<file path="src/rtl/erpt_pkg.sv">
// Package for the Euler rigid point transform: widths, CORDIC table, types.
// No dependencies.
`default_nettype none
package erpt_pkg;
  localparam int POS_W = 32;
  localparam int TAG_W = 16;
  localparam int CFG_W = 32;
  localparam int IDX_W = 3;
  localparam int COEF_W = 32;
  localparam int CORDIC_STEPS = 28;
  localparam int DEF_POSITION_FRACTION_BITS = 16;
  localparam int DEF_ANGLE_WIDTH = 16;
  localparam logic signed [33:0] CORDIC_GAIN = 34'sd652032874;

  localparam logic [IDX_W-1:0] REG_ROLL  = 3'd0;
  localparam logic [IDX_W-1:0] REG_PITCH = 3'd1;
  localparam logic [IDX_W-1:0] REG_YAW   = 3'd2;
  localparam logic [IDX_W-1:0] REG_SX    = 3'd3;
  localparam logic [IDX_W-1:0] REG_SY    = 3'd4;
  localparam logic [IDX_W-1:0] REG_SZ    = 3'd5;

  typedef enum logic [2:0] {
    MB_IDLE, MB_ROLL, MB_PITCH, MB_YAW, MB_MUL1, MB_MUL2, MB_MUL3
  } mb_state_t;

  function automatic logic signed [33:0] atan_turn(input logic [4:0] i);
    case (i)
      5'd0: atan_turn = 34'sd536870912;  5'd1: atan_turn = 34'sd316933406;
      5'd2: atan_turn = 34'sd167458907;  5'd3: atan_turn = 34'sd85004756;
      5'd4: atan_turn = 34'sd42667331;   5'd5: atan_turn = 34'sd21354465;
      5'd6: atan_turn = 34'sd10679838;   5'd7: atan_turn = 34'sd5340245;
      5'd8: atan_turn = 34'sd2670163;    5'd9: atan_turn = 34'sd1335087;
      5'd10: atan_turn = 34'sd667544;    5'd11: atan_turn = 34'sd333772;
      5'd12: atan_turn = 34'sd166886;    5'd13: atan_turn = 34'sd83443;
      5'd14: atan_turn = 34'sd41722;     5'd15: atan_turn = 34'sd20861;
      5'd16: atan_turn = 34'sd10430;     5'd17: atan_turn = 34'sd5215;
      5'd18: atan_turn = 34'sd2608;      5'd19: atan_turn = 34'sd1304;
      5'd20: atan_turn = 34'sd652;       5'd21: atan_turn = 34'sd326;
      5'd22: atan_turn = 34'sd163;       5'd23: atan_turn = 34'sd81;
      5'd24: atan_turn = 34'sd41;        5'd25: atan_turn = 34'sd20;
      5'd26: atan_turn = 34'sd10;        5'd27: atan_turn = 34'sd5;
      default: atan_turn = 34'sd0;
    endcase
  endfunction
endpackage
`default_nettype wire

</file>
<file path="src/rtl/erpt_matrix.sv">
// Coefficient builder: one CORDIC step a cycle per angle, then the rotation
// products over a shared multiplier. Depends on erpt_pkg.
`default_nettype none
module erpt_matrix #(
  parameter int ANGLE_WIDTH = erpt_pkg::DEF_ANGLE_WIDTH
) (
  input  wire logic clk,
  input  wire logic rst,
  input  wire logic start,
  input  wire logic signed [ANGLE_WIDTH-1:0] roll,
  input  wire logic signed [ANGLE_WIDTH-1:0] pitch,
  input  wire logic signed [ANGLE_WIDTH-1:0] yaw,
  output logic busy,
  output logic signed [erpt_pkg::COEF_W-1:0] coef [9]
);
  erpt_pkg::mb_state_t state, state_next;
  logic [4:0] step;
  logic signed [33:0] cx, cy, cz;
  logic flip;
  logic signed [erpt_pkg::COEF_W-1:0] cr, sr, cp, sp, cw, sw;
  logic signed [erpt_pkg::COEF_W-1:0] tsp, tcp; // sr*sp, cr*sp
  logic [3:0] mstep;

  logic signed [ANGLE_WIDTH-1:0] ang;
  logic signed [31:0] u;
  logic signed [33:0] z0, dx, dy;
  logic z_neg;
  logic signed [33:0] x_fin, y_fin;

  always_comb begin
    case (state)
      erpt_pkg::MB_PITCH: ang = pitch;
      erpt_pkg::MB_YAW:   ang = yaw;
      default:            ang = roll;
    endcase
    u = {ang, {(32-ANGLE_WIDTH){1'b0}}};
    z0 = 34'(u);
    dx = cy >>> step;
    dy = cx >>> step;
    z_neg = cz[33];
    x_fin = flip ? -cx : cx;
    y_fin = flip ? -cy : cy;
  end

  // shared multiplier with rounding
  logic signed [31:0] ma, mb;
  logic signed [63:0] mprod;
  logic signed [31:0] mres;
  always_comb begin
    ma = '0; mb = '0;
    case (mstep)
      4'd0: begin ma = cp; mb = cw; end
      4'd1: begin ma = cp; mb = sw; end
      4'd2: begin ma = sr; mb = sp; end
      4'd3: begin ma = cr; mb = sp; end
      4'd4: begin ma = cr; mb = sw; end
      4'd5: begin ma = tsp; mb = cw; end
      4'd6: begin ma = cr; mb = cw; end
      4'd7: begin ma = tsp; mb = sw; end
      4'd8: begin ma = sr; mb = cp; end
      4'd9: begin ma = sr; mb = sw; end
      4'd10: begin ma = tcp; mb = cw; end
      4'd11: begin ma = sr; mb = cw; end
      4'd12: begin ma = tcp; mb = sw; end
      4'd13: begin ma = cr; mb = cp; end
      default: ;
    endcase
    mprod = ma * mb + 64'sd536870912;
    mres = 32'(mprod >>> 30);
  end

  logic cordic_done;
  assign cordic_done = (step == 5'(erpt_pkg::CORDIC_STEPS));
  assign busy = (state != erpt_pkg::MB_IDLE);

  always_comb begin
    state_next = state;
    case (state)
      erpt_pkg::MB_IDLE:  if (start) state_next = erpt_pkg::MB_ROLL;
      erpt_pkg::MB_ROLL:  if (cordic_done) state_next = erpt_pkg::MB_PITCH;
      erpt_pkg::MB_PITCH: if (cordic_done) state_next = erpt_pkg::MB_YAW;
      erpt_pkg::MB_YAW:   if (cordic_done) state_next = erpt_pkg::MB_MUL1;
      erpt_pkg::MB_MUL1:  if (mstep == 4'd13) state_next = erpt_pkg::MB_IDLE;
      default:            state_next = erpt_pkg::MB_IDLE;
    endcase
    if (start) state_next = erpt_pkg::MB_ROLL;
  end

  always_ff @(posedge clk) begin
    if (rst) begin
      state <= erpt_pkg::MB_ROLL;
      step <= 5'd31;
      mstep <= '0;
    end else begin
      state <= state_next;
      if (start || (cordic_done && state != erpt_pkg::MB_MUL1)) step <= 5'd31;
      else if (step == 5'd31) step <= '0;
      else if (!cordic_done) step <= step + 5'd1;
      if (state != erpt_pkg::MB_MUL1 || start) mstep <= '0;
      else mstep <= mstep + 4'd1;
    end
  end

  // step 31 marks the load cycle with quadrant folding
  always_ff @(posedge clk) begin
    if (step == 5'd31) begin
      cx <= erpt_pkg::CORDIC_GAIN;
      cy <= '0;
      if (z0 > 34'sd1073741824) begin
        cz <= z0 - 34'sd2147483648; flip <= 1'b1;
      end else if (z0 < -34'sd1073741824) begin
        cz <= z0 + 34'sd2147483648; flip <= 1'b1;
      end else begin
        cz <= z0; flip <= 1'b0;
      end
    end else if (!cordic_done) begin
      if (!z_neg) begin
        cx <= cx - dx; cy <= cy + dy; cz <= cz - erpt_pkg::atan_turn(step);
      end else begin
        cx <= cx + dx; cy <= cy - dy; cz <= cz + erpt_pkg::atan_turn(step);
      end
    end
    if (cordic_done) begin
      case (state)
        erpt_pkg::MB_ROLL:  begin cr <= 32'(x_fin); sr <= 32'(y_fin); end
        erpt_pkg::MB_PITCH: begin cp <= 32'(x_fin); sp <= 32'(y_fin); end
        erpt_pkg::MB_YAW:   begin cw <= 32'(x_fin); sw <= 32'(y_fin); end
        default: ;
      endcase
    end
    if (state == erpt_pkg::MB_MUL1) begin
      case (mstep)
        4'd0: begin coef[0] <= mres; coef[2] <= -sp; end
        4'd1: coef[1] <= mres;
        4'd2: tsp <= mres;
        4'd3: tcp <= mres;
        4'd4: coef[3] <= -mres;
        4'd5: coef[3] <= coef[3] + mres;
        4'd6: coef[4] <= mres;
        4'd7: coef[4] <= coef[4] + mres;
        4'd8: coef[5] <= mres;
        4'd9: coef[6] <= mres;
        4'd10: coef[6] <= coef[6] + mres;
        4'd11: coef[7] <= -mres;
        4'd12: coef[7] <= coef[7] + mres;
        4'd13: coef[8] <= mres;
        default: ;
      endcase
    end
  end

  assert property (@(posedge clk) disable iff (rst)
    start |=> state == erpt_pkg::MB_ROLL) else $error("rebuild did not restart");
  assert property (@(posedge clk) disable iff (rst)
    state == erpt_pkg::MB_MUL1 |-> mstep <= 4'd13) else $error("product step overrun");
  assert property (@(posedge clk) disable iff (rst)
    step != 5'd31 |-> step <= 5'(erpt_pkg::CORDIC_STEPS)) else $error("cordic step overrun");
endmodule
`default_nettype wire

</file>
<file path="config.mk">
export PLATFORM = sky130hd
export DESIGN_NAME = erpt_matrix
export DESIGN_NICKNAME = d
export VERILOG_FILES = /design/src/rtl/erpt_pkg.sv /design/src/rtl/erpt_matrix.sv
export SDC_FILE = /design/constraint.sdc
export NUM_CORES = 2
export LEC_CHECK = 0
export BUFFER_PORTS_ARGS = -buffer_cell sky130_fd_sc_hd__buf_2
export CAP_MARGIN = 20
export CORE_MARGIN = 1.5
export CORE_UTILIZATION = 58
export DETAILED_ROUTE_END_ITERATION = 10
export GPL_TIMING_DRIVEN = 0
export PLACE_DENSITY = 0.79
export SETUP_SLACK_MARGIN = 0.1
export SYNTH_ARGS = -nofsm -noshare
export SYNTH_HDL_FRONTEND = slang
export SYNTH_SLANG_ARGS = --single-unit
</file>
<file path="constraint.sdc">
create_clock -name clk -period 12.88 [get_ports clk]
set_input_delay 2.576 -clock clk [delete_from_list [all_inputs] [get_ports clk]]
set_output_delay 2.576 -clock clk [all_outputs]
set_load 0.03 [all_outputs]
</file>
==> results by stage <==
Worst hold path:
- The worst min-delay path category is register to register.
- The startpoint of the worst hold path is mstep[0]$_SDFF_PP0_.
- The worst-case hold path end point is mstep[0]$_SDFF_PP0_.
- Along the worst hold path, the cell count comes to 1.

Finish:
- The proportion of layout cells with a drive suffix above 1 is 0.161.
- In the final design database the tool counted 10,327 nets.
- The library cells used most frequently in the layout, excluding fill and tap cells, are sky130_fd_sc_hd__inv_1 (1,100), sky130_fd_sc_hd__nand2_1 (1,069), sky130_fd_sc_hd__fa_1 (1,048).
- Leaving out fill and tap cells, the most frequent cell in the layout is sky130_fd_sc_hd__inv_1.
- The summed area of non-filler cells in the final layout is 0.0905 mm².
- Compared with the post-synthesis result, the final layout area differs by 16.0%.

Logic synthesis:
- The post-synthesis instance area is 0.0780 mm².
- Counting flops with a built-in enable in the synthesized netlist gives 579.
- The share of flip-flops with an asynchronous set or reset after synthesis is 0.
- Synthesis produced a netlist with a net count of 9,649.
- The mean instance size in the synthesized netlist is 9.63 µm².
- The synthesized design contains 689 register bits.
- The sequential-to-total area share from yosys stat is 0.251.
- The number of different library cells used by synthesis comes to 101.
- The yosys synthesis warning count is 0.
- After technology mapping, the gate count stands at 8,102.
- The most used flip-flop cell after synthesis is sky130_fd_sc_hd__edfxtp_1.

GRT:
- The total overflow left after global routing is 0.
- The global-route usage over all layers is 0.475.
- The number of antenna violations at the first check in global routing is 18.
- The first global-routing pass estimated 464 mm of wire.
- The number of global-route vias before repair came to 68,650.
- The pin count of the biggest net entering global routing is 38.

Placement:
- After legalization and detailed placement, the total HPWL measured 255 mm.
- The weighted congestion at the end of routability-driven global placement is 1.11.
- After detailed placement, the total cell area comes to 0.0832 mm².
- The port buffer count is 339.

STA:
- After layout, the minimum clock period comes to 12.76 ns.
- Setup violations remaining at the end of the flow were counted as 0.
- Setup repair after global routing could not meet its margin everywhere.
- The count of endpoints failing hold in the final timing report was 0.
- The worst relative slew slack is 0.177.
- The count of pins over their slew limit was 0.
- The portion of the clock cycle consumed by the worst path in the final layout is 0.991.
- The transition time at the pin with the least slew margin is 1.23 ns.
- The setup clock skew after layout is 0.0837 ns.
- The maximum clock frequency is 78.3 MHz.

Critical path:
- The worst setup path category is register to register.
- The highest fanout seen on the critical path is 10.
- The startpoint class of the critical path is a register.
- The endpoint type of the worst setup path is a register.
- The endpoint of the lowest-slack register-to-register path is coef[61]$_DFFE_PP_.
- The cell count of the worst reg-to-reg path is 44.
- The cell family contributing the most delay on the critical path is adder cells.
- The worst reg2reg path startpoint is mstep[1]$_SDFF_PP0_.
- The critical path buffer and inverter count is 14.
- The data required time of the worst path is 13.33 ns.
- The setup slack of the worst register-to-register path is 0.12 ns.
- Counting stages on the worst path, the most repeated cell is sky130_fd_sc_hd__fa_1.
- The slowest cell on the critical path is sky130_fd_sc_hd__fa_1.
- The largest stage delay on the critical path is 0.59 ns.
- The worst path arrival time is 13.22 ns.

Route:
- The sum of routed wire length over all layers is 329 mm.
- The average wire per standard cell is 30.9 µm.
- The via count is 69,793.
- Once detail routing completed, the nets flagged for antenna violations numbered 0.
- The detailed router finished its first iteration with 9,959 violations.
- Before antenna repair, the detailed router went through 10 iterations.
- The ratio of routed vias to standard cells is 6.57.
- The DRC violation count after routing is 0.

Clocking:
- The H-tree was split into 3 levels.
- The clock passes through at most 3 buffers.
- The total CTS buffers is 79.
- The post-cts hold buffer count is 0.
- The clock edge transition at the registers on the reported setup and hold paths is 0.06 ns.
- For the worst-skew pair, the clock arrives at the later sink with an insertion delay of 0.73 ns.
- The clock drives 689 sinks.
- Clock tree synthesis selected as its root buffer the cell sky130_fd_sc_hd__clkbuf_16.
- TritonCTS built the clock tree.

Die:
- The initial standard-cell utilization of the core is 0.584.
- The number of placement rows is 134.
- In this run the vertical extent of the chip is 370 µm.
- In this run the horizontal extent of the chip is 370 µm.
- The number of top-level pins is 340.
- The die covers 0.137 mm².
- The total area inside the core boundary comes to 0.133 mm².

Pwr:
- The net switching component of the power is 0.00511 W.
- The final total power is 0.0119 W.
- Of the total power, registers draw 0.259.
- Of the total power, the share spent switching nets is 0.431.
- Internal power comes to 0.00674 W.
- The largest voltage drop on the vdd net is 0.251 mV.
- The reported leakage power is 39.7 nW.
- Of the total power, combinational logic draws 0.534.
- The clock network power share is 0.207.
- Power spread over the standard cell area amounts to 131 mW/mm².

Run:
- The number of max-capacitance violations reported is 0.

Outcome:
- The flow ran to the end, and the final reports show no timing, DRC or antenna violations.
-- worst max-delay path by stage --
stage,startpoint,endpoint,cells after the start
CTS,mstep[1]$_SDFF_PP0_,coef[156]$_DFFE_PP_,49
finish,mstep[1]$_SDFF_PP0_,coef[61]$_DFFE_PP_,44
global route,mstep[1]$_SDFF_PP0_,coef[191]$_DFFE_PP_,49
global placement,mstep[0]$_SDFF_PP0_,coef[159]$_DFFE_PP_,47
floorplan,mstep[0]$_SDFF_PP0_,coef[190]$_DFFE_PP_,48
detailed placement,mstep[0]$_SDFF_PP0_,coef[159]$_DFFE_PP_,49
-- cell families after synthesis --
logic type	count (synthesis)	share of synthesized area
AOI/OAI and AO/OA	1323	0.110
xor gates and xnor gates	431	0.0484
adders and majority gates	1496	0.343
buffers and inverters	1523	0.0747
DFF	689	0.251
muxes	170	0.0352
and+or+nand+nor	2470	0.138
-- flip-flops by register name, summed over array words and instances, names as in the netlist, 34 cells and up, named ones only --
signal	flops
coef	288
cx	34
cy	34
cz	34
-- metrics by stage --
stage | worst slack, ns | TNS [ns] | util | hold slack (ns) | cells
after CTS | 0.0891 | 0 | 0.667 | 0.454 | 10552
final | 0.116 | 0 | 0.678 | 0.459 | 10627
after floorplan | 0.692 | 0 | - | 0.445 | 8102
after global routing | -0.143 | -0.927 | 0.678 | 0.473 | 10615
after global placement | -5.41 | -790.03 | 0.614 | 0.462 | 10209
after detailed placement | -4.56 | -450.85 | 0.623 | 0.475 | 10284
-- synthesized netlist by cell type (110+ instances only) --
cell / n / area, µm²
sky130_fd_sc_hd__o21ai_0: 285 / 1430
sky130_fd_sc_hd__dfxtp_1: 110 / 2200
sky130_fd_sc_hd__xnor2_1: 289 / 2530
sky130_fd_sc_hd__ha_1: 427 / 5340
sky130_fd_sc_hd__edfxtp_1: 579 / 17400
sky130_fd_sc_hd__inv_1: 1116 / 4190
sky130_fd_sc_hd__nand2_1: 1074 / 4030
sky130_fd_sc_hd__clkbuf_1: 326 / 1220
sky130_fd_sc_hd__a21oi_1: 414 / 2070
sky130_fd_sc_hd__xor2_1: 142 / 1240
sky130_fd_sc_hd__fa_1: 1069 / 21400
sky130_fd_sc_hd__nor2_1: 782 / 2940
-- layer usage --
| metal | GRT usage | vias to the layer above | share of wire |
|---|---|---|---|
| met5 | 0.00629 | - | 0.00070 |
| met2 | 0.688 | 5581 | 0.42 |
| met1 | 0.582 | 34506 | 0.34 |
| met4 | 0.346 | 16 | 0.096 |
| met3 | 0.175 | 1437 | 0.15 |
| li1 | - | 28253 | - |
-- power groups by stage --
stage          combinational [W]  sequential [W]  clock, W
2_1_floorplan            0.00442         0.00297         0
3_3_place_gp             0.00567         0.00309         0
3_5_place_dp             0.00588         0.00310         0
4_1_cts                  0.00605         0.00305   0.00242
5_1_grt                  0.00680         0.00308   0.00251
6_report                 0.00633         0.00307   0.00245
-- worst register-to-register path: cells and delay by family, from the launching register on --
| kind | cells | cell delay (ns) |
|---|---|---|
| compound gates | 9 | 2.23 |
| xor+xnor | 2 | 0.72 |
| fa+ha+maj | 11 | 4.77 |
| buf+inv | 14 | 2.63 |
| flops | 1 | 0.35 |
| mux | 1 | 0.30 |
| simple gates | 7 | 1.55 |
-- cell type report --
type                       count  area [µm²]
multi-input combinational   5890       54700
fill                       10316       42900
sequential                   689       19600
timing repair buffer         612        4300
inverter                    1122        4270
buffer                       386        2610
tap                         1768        2210
clock buffer                  92        2070
clock inverter                54         687
antenna                       14        35.0
-- timing repair --
item / in CTS / in global routing
setup buffers: 131 / 64
hold endpoints to repair: 0 / 0
cloned: 1 / 0
resized for setup: 599 / 264
setup endpoints to repair: 278 / 48
pin swaps: 77 / 77
(Power assumes the default switching activity.)
